**src/hdl/assert_macros.svh**
```systemverilog
// Assertion macros shared by the humidity pipeline
`ifndef ASSERT_MACROS_SVH
`define ASSERT_MACROS_SVH

// Same-cycle implication, checked outside reset
`define WDB_ASSERT_IMP(label, clk, rstn, ante, cons, msg) \
    label: assert property (@(posedge clk) disable iff (!(rstn)) (ante) |-> (cons)) \
        else $error(msg);

// Next-cycle implication, checked outside reset
`define WDB_ASSERT_NXT(label, clk, rstn, ante, cons, msg) \
    label: assert property (@(posedge clk) disable iff (!(rstn)) (ante) |=> (cons)) \
        else $error(msg);

`endif

```
**src/hdl/whdb_pkg.sv**
```systemverilog
// Types and constants for the wet/dry bulb humidity pipeline
package whdb_pkg;

    typedef enum logic [1:0] {
        STAT_OK   = 2'd0,
        STAT_COLD = 2'd1,
        STAT_HOT  = 2'd2,
        STAT_WET  = 2'd3
    } status_t;

    typedef struct packed {
        status_t status;
    } item_side_t;

    localparam logic REG_MAGNUS_B = 1'b0;
    localparam logic REG_MAGNUS_C = 1'b1;

    localparam int unsigned NUM_W = 62;
    localparam int unsigned DEN_W = 44;
    localparam int unsigned QUO_W = 22;

    localparam logic [14:0] MAGNUS_B_RST = 15'd17625;
    localparam logic [15:0] MAGNUS_C_RST = 16'd24304;

    localparam logic [39:0] LOG2E_Q16 = 40'd94548;
    localparam logic [44:0] LN2_Q32   = 45'd2977044472;
    localparam logic [31:0] Q30_ONE   = 32'd1073741824;
    // ceil(2^24 / 3), exact floor(v/3) for v < 2^23
    localparam logic [22:0] RECIP3_Q24 = 23'd5592406;
    localparam logic [13:0] HUM_MAX = 14'd10000;

    // 2^(-k/8) in Q30
    function automatic logic [30:0] pow2_eighth(input logic [2:0] k);
        logic [30:0] r;
        case (k)
            3'd0:    r = 31'd1073741824;
            3'd1:    r = 31'd984625594;
            3'd2:    r = 31'd902905651;
            3'd3:    r = 31'd827968132;
            3'd4:    r = 31'd759250125;
            3'd5:    r = 31'd696235434;
            3'd6:    r = 31'd638450708;
            3'd7:    r = 31'd585461881;
            default: r = 31'd1073741824;
        endcase
        return r;
    endfunction

endpackage

```
**src/hdl/whdb_div.sv**
```systemverilog
// Pipelined restoring divider, one quotient bit per stage
`include "assert_macros.svh"

module whdb_div (
    input  logic                                aclk,
    input  logic                                aresetn,
    input  logic                                ce,
    input  logic                                in_valid,
    input  logic [whdb_pkg::NUM_W-1:0]          in_num,
    input  logic [whdb_pkg::DEN_W-1:0]          in_den,
    input  whdb_pkg::item_side_t                in_side,
    output logic                                out_valid,
    output logic [whdb_pkg::QUO_W-1:0]          out_q,
    output logic                                out_ovf,
    output whdb_pkg::item_side_t                out_side
);

    localparam int unsigned NW = whdb_pkg::NUM_W;
    localparam int unsigned DW = whdb_pkg::DEN_W;
    localparam int unsigned QW = whdb_pkg::QUO_W;
    localparam int unsigned CW = DW + QW;

    logic                 vld_reg  [0:QW];
    logic [NW-1:0]        rem_reg  [0:QW];
    logic [DW-1:0]        den_reg  [0:QW];
    logic [QW-1:0]        q_reg    [0:QW];
    logic                 ovf_reg  [0:QW];
    logic                 zero_reg [0:QW];
    whdb_pkg::item_side_t side_reg [0:QW];

    logic                 zero_next;
    logic                 ovf_next;

    // A zero divisor means a zero dividend too; force the quotient to zero
    assign zero_next = (in_den == '0);
    assign ovf_next  = !zero_next &&
                       ({{(CW-NW){1'b0}}, in_num} >= {in_den, {QW{1'b0}}});

    always_ff @(posedge aclk) begin
        if (!aresetn) begin
            vld_reg[0] <= 1'b0;
        end else if (ce) begin
            vld_reg[0] <= in_valid;
        end
    end

    always_ff @(posedge aclk) begin
        if (ce) begin
            rem_reg[0]  <= in_num;
            den_reg[0]  <= in_den;
            q_reg[0]    <= '0;
            ovf_reg[0]  <= ovf_next;
            zero_reg[0] <= zero_next;
            side_reg[0] <= in_side;
        end
    end

    for (genvar s = 0; s < QW; s++) begin : g_stage
        localparam int unsigned BIT = QW - 1 - s;
        logic [CW-1:0] trial;
        logic          take;

        assign trial = {{QW{1'b0}}, den_reg[s]} << BIT;
        assign take  = !zero_reg[s] && ({{(CW-NW){1'b0}}, rem_reg[s]} >= trial);

        always_ff @(posedge aclk) begin
            if (!aresetn) begin
                vld_reg[s+1] <= 1'b0;
            end else if (ce) begin
                vld_reg[s+1] <= vld_reg[s];
            end
        end

        always_ff @(posedge aclk) begin
            if (ce) begin
                rem_reg[s+1]  <= take ? (rem_reg[s] - trial[NW-1:0]) : rem_reg[s];
                q_reg[s+1]    <= q_reg[s] | ({{(QW-1){1'b0}}, take} << BIT);
                den_reg[s+1]  <= den_reg[s];
                ovf_reg[s+1]  <= ovf_reg[s];
                zero_reg[s+1] <= zero_reg[s];
                side_reg[s+1] <= side_reg[s];
            end
        end
    end

    assign out_valid = vld_reg[QW];
    assign out_q     = q_reg[QW];
    assign out_ovf   = ovf_reg[QW];
    assign out_side  = side_reg[QW];

    `WDB_ASSERT_IMP(a_zero_den_quotient, aclk, aresetn, vld_reg[QW] && zero_reg[QW], (q_reg[QW] == '0) && !ovf_reg[QW], "zero divisor gave nonzero quotient")

endmodule

```
**config.mk**
```make
export PLATFORM = sky130hd
export DESIGN_NAME = whdb_div
export DESIGN_NICKNAME = d
export VERILOG_FILES = /design/src/hdl/whdb_pkg.sv /design/src/hdl/whdb_div.sv
export VERILOG_INCLUDE_DIRS = /design/src /design/src/hdl
export SDC_FILE = /design/constraint.sdc
export NUM_CORES = 2
export LEC_CHECK = 0
export ABC_CLOCK_PERIOD_IN_PS = 7500
export BUFFER_PORTS_ARGS = -buffer_cell sky130_fd_sc_hd__buf_2
export CORE_ASPECT_RATIO = 2
export CORE_UTILIZATION = 30
export CTS_BUF_LIST = sky130_fd_sc_hd__clkbuf_4 sky130_fd_sc_hd__clkbuf_8 sky130_fd_sc_hd__clkbuf_16
export DETAILED_ROUTE_END_ITERATION = 10
export PLACE_DENSITY_LB_ADDON = 0.1
export SYNTH_ARGS = -nofsm -noshare
export SYNTH_HDL_FRONTEND = slang
export SYNTH_SLANG_ARGS = --single-unit
```
**constraint.sdc**
```tcl
create_clock -name aclk -period 7.5 [get_ports aclk]
set_input_delay 0.75 -clock aclk [delete_from_list [all_inputs] [get_ports aclk]]
set_output_delay 0.75 -clock aclk [all_outputs]
set_load 0.01 [all_outputs]
```
After elaboration in Yosys (flattened, before gate mapping)

Memory sizes are Yosys's and may differ from the RTL's.
Index checks and enable logic that the tools add are counted.

Add/sub/neg operators: 22
Order comparisons: 23
Muxes and demuxes: 50
Bitwise logic cells: 45
Reduce and logical (&&, ||, !) cells: 47

Operator list:

| kind                                             | count |
|---|---|
| 62-bit 2-to-1 mux                                | 22 |
| 62-bit subtractor                                | 4 |
| 62-bit by 66-bit >= comparator with 1-bit output | 1 |
| 62-bit by 65-bit >= comparator with 1-bit output | 1 |
| 62-bit by 64-bit >= comparator with 1-bit output | 1 |
| 62-bit by 63-bit >= comparator with 1-bit output | 1 |
| 62-bit by 44-bit >= comparator with 1-bit output | 1 |
| 62-bit by 45-bit >= comparator with 1-bit output | 1 |
| 62-bit by 46-bit >= comparator with 1-bit output | 1 |
| 62-bit by 47-bit >= comparator with 1-bit output | 1 |
| 62-bit by 48-bit >= comparator with 1-bit output | 1 |
| 62-bit by 49-bit >= comparator with 1-bit output | 1 |
| 62-bit by 50-bit >= comparator with 1-bit output | 1 |
| 62-bit by 51-bit >= comparator with 1-bit output | 1 |
| 62-bit by 52-bit >= comparator with 1-bit output | 1 |
| 62-bit by 53-bit >= comparator with 1-bit output | 1 |
| 62-bit by 54-bit >= comparator with 1-bit output | 1 |
| 62-bit by 55-bit >= comparator with 1-bit output | 1 |
| 62-bit by 56-bit >= comparator with 1-bit output | 1 |
| 62-bit by 57-bit >= comparator with 1-bit output | 1 |
| 62-bit by 58-bit >= comparator with 1-bit output | 1 |
| 62-bit by 59-bit >= comparator with 1-bit output | 1 |
| 62-bit by 60-bit >= comparator with 1-bit output | 1 |
| 62-bit by 61-bit >= comparator with 1-bit output | 1 |
| other kinds (46)                                 | 139 |

Register bits: 0
Memory bits (writable): 3059
Bits of input ports: 112
Word-level logic and storage cells: 194
Memories kept: 7

Memories:

| name        | depth | bits a word | rd ports | clocked after Yosys merged registers in | wr ports | line           | source |
|---|---|---|---|---|---|---|---|
| rem_reg     | 23    | 62          | 22       | 0                                       | 23       | whdb_div.sv:24 | `logic [NW-1:0] rem_reg [0:QW];` |
| den_reg     | 23    | 44          | 22       | 0                                       | 23       | whdb_div.sv:25 | `logic [DW-1:0] den_reg [0:QW];` |
| q_reg       | 23    | 22          | 23       | 0                                       | 23       | whdb_div.sv:26 | `logic [QW-1:0] q_reg [0:QW];` |
| side_reg    | 23    | 2           | 23       | 0                                       | 23       | whdb_div.sv:29 | `whdb_pkg::item_side_t side_reg [0:QW];` |
| ovf_reg     | 23    | 1           | 23       | 0                                       | 23       | whdb_div.sv:27 | `logic ovf_reg [0:QW];` |
| vld_reg     | 23    | 1           | 23       | 0                                       | 23       | whdb_div.sv:23 | `logic vld_reg [0:QW];` |
| +1 memories | --    | --          | --       | --                                      | --       | --             |  |

Logic depth before layout (Yosys ltp)

Depth after elaboration: 4
Gate-level depth with buffers: 17

Worst setup path after synthesis

No wires, ideal clock.

Path type: register to register
Start point: memory rem_reg[0][21] (netlist bit)
End point: memory rem_reg[0][86] (netlist bit) (data pin)
Data arrival time: 3.403 ns
Required time: 7.240 ns
Slack: 3.838 ns
Stages on the path, launching flop included: 15
Path buffers: 1
Clock period less this slack: 3.662 ns
Cell sequence: edfxtp_1 -> inv_1 -> ha_1 -> inv_1 -> fa_1 -> a211oi_1 -> o21ai_0 -> o211ai_1 -> nand2_1 -> a31oi_1 -> o31a_1 -> nor4_1 -> o31ai_2 -> clkbuf_1 -> mux2_2

RTL lines:

| what            | line |
|---|---|
| start, declared | whdb_div.sv:24 |

==> summary.txt <==
Critical path
  – Type of destination of the critical path: flip-flop
  – Worst setup path endpoint: rem_reg[1][259]$_DFFE_PP_
  – Reg-to-reg setup timing slack: 1.83 ns
  – Critical path type: flip-flop to flip-flop
  – Cell depth of the worst flop-to-flop path: 15
  – Peak fanout along the critical path: between 50 and 60
  – Critical path launch point type: flip-flop
  – Origin of the worst setup path: rem_reg[1][196]$_DFFE_PP_
  – Start of the worst register-to-register path: rem_reg[1][196]$_DFFE_PP_
  – Terminus of the critical flop-to-flop path: rem_reg[1][259]$_DFFE_PP_
  – Arrival time at the worst endpoint: 6.32 ns
  – Required time at the endpoint of the critical path: roughly 8 ns

Placed design
  – Placer congestion estimate: between 0.9 and 1
  – Final HPWL from detailed placement: 433,000 µm
  – Port-buffer cells: between 100 and 150
  – Instance count after placement with tap cells included: 20.5k
  – Area after DPL: between 150,000 and 200,000 µm²

GRT
  – First-pass GRT wire length: about 750,000 µm
  – Global route total overflow: 0
  – Global routing usage on met2: between 40% and 50%
  – Via count of the first global-routing pass: 116k
  – Global-route met3 utilization: roughly 1.5%
  – Busiest layer in global routing: met2
  – Largest net degree at the start of global routing: 172
  – Antenna violations before repair: 22
  – Total global-route track usage: between 20% and 30%
  – Met1 Resource Use GR: 11.3%

STA
  – Final setup violating endpoints: 0
  – Final period demand of the worst path: 5.67 ns
  – Final period util: 75.6%
  – Clock Skew: around 0.064 ns
  – Endpoints failing hold: 0
  – Max-slew headroom at the worst pin: -2.90%
  – Setup repair after global routing missed its margin: no
  – FMAX: ~0.18 GHz
  – Final Hold Slack: 0.103 ns
  – Final Max Slew Viols: 2
  – Slew at the pin closest to its max-slew limit: between 1.5 and 2 ns

Clock network
  – TritonCTS Sinks: between 2k and 3k
  – TritonCTS clock tree: yes
  – Hold buffers post-CTS: 95
  – Clk buf depth: 4
  – Buffers inserted by post-CTS timing repair: 0
  – Root Buffer: clkbuf_16
  – Quantity of gates resized following cts: 0
  – Clock insertion delay at the later pin of the skew report: around 0.93 ns
  – H-Tree Depth: 5
  – Clock transition time at the flip-flop clock pins of the worst setup and hold paths: about 0.060 ns
  – Clock buffer count from CTS: 292

Cells and area
  – Filler Cell Count: approximately 51k
  – Final non-filler cell area: around 170,000 µm²
  – Largest register FFs: about 1.4k
  – Layout Cells excl Fill: about 21k
  – Share of post-route cells with drive strength above 1: 8.90%
  – Area grow syn2layout: 13.1%
  – Layout net count: ~15k

Logic synthesis
  – Top_reg_cell synth: edfxtp_1
  – Cell area after synthesis: around 150,000 µm²
  – Post-synth cell types: 104
  – Synthesized area divided by synthesized cell count: ~11 µm²
  – Share of the yosys chip area belonging to registers: a little over half
  – Fraction of synthesis flops using an asynchronous set or reset pin: 0%
  – Syn Inst Count: between 10k and 15k
  – Post-Syn Nets: about 15k
  – Count of flip-flops with a built-in enable after synthesis: around 2.7k
  – Warnings, synthesis: 0
  – Post-synthesis sequential element count: ~2.7k

Die
  – Die area: about 510,000 µm²
  – Starting Density: 30.1%
  – I/O pin count: approximately 140
  – Die Height: a little over 1000 µm
  – Placeable Area: slightly above 500,000 µm²
  – Number of standard-cell rows in the floorplan: 370
  – Chip width: slightly above 500 µm

Power and ir drop
  – Power per unit of standard cell area: 292 nW/µm²
  – Worst supply voltage drop on vdd: between 0.15 and 0.2 mV
  – Leakage power summed over all cells: 68.3 nW

Outcome
  – Result of the run: finished, violations left
  – Violated checks: max-capacitance violations, max-slew violations

Routing
  – Number of detailed-routing iterations run before antenna repair: 5
  – Aggregate routed wire length: around 530,000 µm
  – Vias per cell: 4.96
  – Number of design-rule violations left by the first detailed-router iteration: about 4.4k
  – DRC violation count after routing: 0
  – Number of antenna-violating nets in the routed design: 0
  – Drt wl/cell: 24.8 µm
  – Detailed-route via count: ~110k

Run
  – Maxcap violations: 1

Worst hold path
  – Path category of the worst min-delay check: input pin to flip-flop
==> worst max-delay path, cell delays in order, from the launching register on <==
cell      delay, ns
edfxtp_1       0.38
inv_1          0.07
ha_1           0.16
inv_1          0.05
fa_1           0.43
a211oi_1       0.35
o21bai_1       0.22
a32oi_1        0.30
nand2_1        0.25
a21oi_1        0.72
o41ai_2        0.28
o21ai_1        0.47
o21a_2         0.35
buf_4          0.34
buf_4          0.52
mux2_2         0.40
==> layout by cell type (no fill, tap or decap), types with 157 or more instances in the layout <==
| cell | synthesis | layout |
|---|---|---|
| inv_1 | 1289 | 1289 |
| o21ai_0 | 974 | 971 |
| xnor2_1 | 569 | 569 |
| o21bai_1 | 157 | 157 |
| nor2_1 | 695 | 694 |
| xor2_1 | 388 | 388 |
| buf_4 | 5 | 175 |
| a21o_1 | 575 | 573 |
| a21oi_1 | 1131 | 1126 |
| mux2_2 | 303 | 303 |
| ha_1 | 1002 | 1002 |
| clkbuf_16 | 0 | 298 |
| edfxtp_1 | 2698 | 2698 |
| nand3_1 | 218 | 218 |
| nor3_1 | 210 | 204 |
| nand4_1 | 294 | 294 |
| nand2_1 | 1142 | 1141 |
==> metal layers <==
layer | share of wire (%) | routed length [µm]
met4 | 12 | 65200
met2 | 63 | 332000
met5 | 0 | 0
met1 | 23 | 120000
met3 | 1.7 | 9000
==> where the power goes <==
part	total, mW	internal (mW)	leakage, nW	switching, mW
Combinational	15.8	5.85	37.0	10.0
Clock	14.8	8.35	4.78	6.43
Sequential	20.0	18.9	26.5	1.04
==> through the flow <==
step	utilization, %	total power [mW]	setup TNS [ns]	worst slack (ns)
after CTS	34.1	51.3	0	1.57
after detailed placement	32.0	36.2	0	1.60
after global routing	34.1	53.1	0	1.62
final	34.1	50.6	0	1.83
after floorplan	-	30.2	0	3.84
after global placement	32.0	36.2	-136.58	-2.51
==> how the worst min path moves through the flow <==
stage / from / endpoint / slack (ns) / cells after the start
floorplan: ovf_reg[0][0]$_DFFE_PP_ / ovf_reg[0][1]$_DFFE_PP_ / 0.40 / 0
global placement: q_reg[17][9]$_DFFE_PP_ / q_reg[18][9]$_DFFE_PP_ / 0.40 / 0
detailed placement: ovf_reg[2][3]$_DFFE_PP_ / ovf_reg[2][4]$_DFFE_PP_ / 0.40 / 0
CTS: in_den[28] / den_reg[0][28]$_DFFE_PP_ / 0.004 / 1
global route: in_den[28] / den_reg[0][28]$_DFFE_PP_ / 0.06 / 1
finish: in_den[28] / den_reg[0][28]$_DFFE_PP_ / 0.10 / 1
==> area by class of cell <==
class | count | area, µm² | share of cell area (%)
Tap cell | 6696 | 8380 | 4.84
Clock buffer | 374 | 8040 | 4.65
Timing Repair Buffer | 437 | 3540 | 2.04
Clock inverter | 152 | 1470 | 0.848
Multi-Input combinational cell | 9476 | 65500 | 37.9
Antenna cell | 63 | 158 | 0.0911
Sequential cell | 2699 | 81000 | 46.9
Inverter | 1291 | 4850 | 2.80
==> cells by family (layout without fill, tap and decap cells) <==
family	count (synthesis)	in the layout	synth area share (%)
fa+ha+maj	1023	1023	8.47
compound gates	3753	3753	15.3
other cells	0	63	0
xor+xnor	957	957	5.48
flops	2699	2699	53.0
buf+inv	1764	2254	4.40
simple gates	3395	3395	10.8
mux	348	348	2.55
==> Yosys cell counts (28+ instances only) <==
cell | instances | area (µm²)
and4_1 | 28 | 245
or3_1 | 68 | 425
or2_2 | 40 | 250
nand3_1 | 218 | 1090
xnor2_1 | 569 | 4980
nand4_1 | 294 | 1840
a21o_1 | 575 | 4320
buf_2 | 65 | 325
and2_1 | 66 | 413
nor3_1 | 210 | 1050
inv_1 | 1289 | 4840
clkbuf_1 | 380 | 1430
nand2b_1 | 116 | 726
o2111ai_1 | 31 | 272
or4_1 | 38 | 285
a211o_1 | 28 | 245
and3_1 | 105 | 657
nor2_1 | 695 | 2610
a31oi_1 | 108 | 676
a21boi_0 | 36 | 270
o211ai_1 | 72 | 541
xor2_1 | 388 | 3400
o21ai_0 | 974 | 4870
nand2_1 | 1142 | 4290
mux2_2 | 303 | 3410
o31ai_1 | 83 | 623
o21a_1 | 114 | 856
a211oi_1 | 98 | 736
a21oi_1 | 1131 | 5660
mux2_1 | 31 | 349
nor4_1 | 144 | 901
edfxtp_1 | 2698 | 81000
ha_1 | 1002 | 12500
nor2b_1 | 111 | 694
o21bai_1 | 157 | 1180
(Power assumes the default switching activity.)
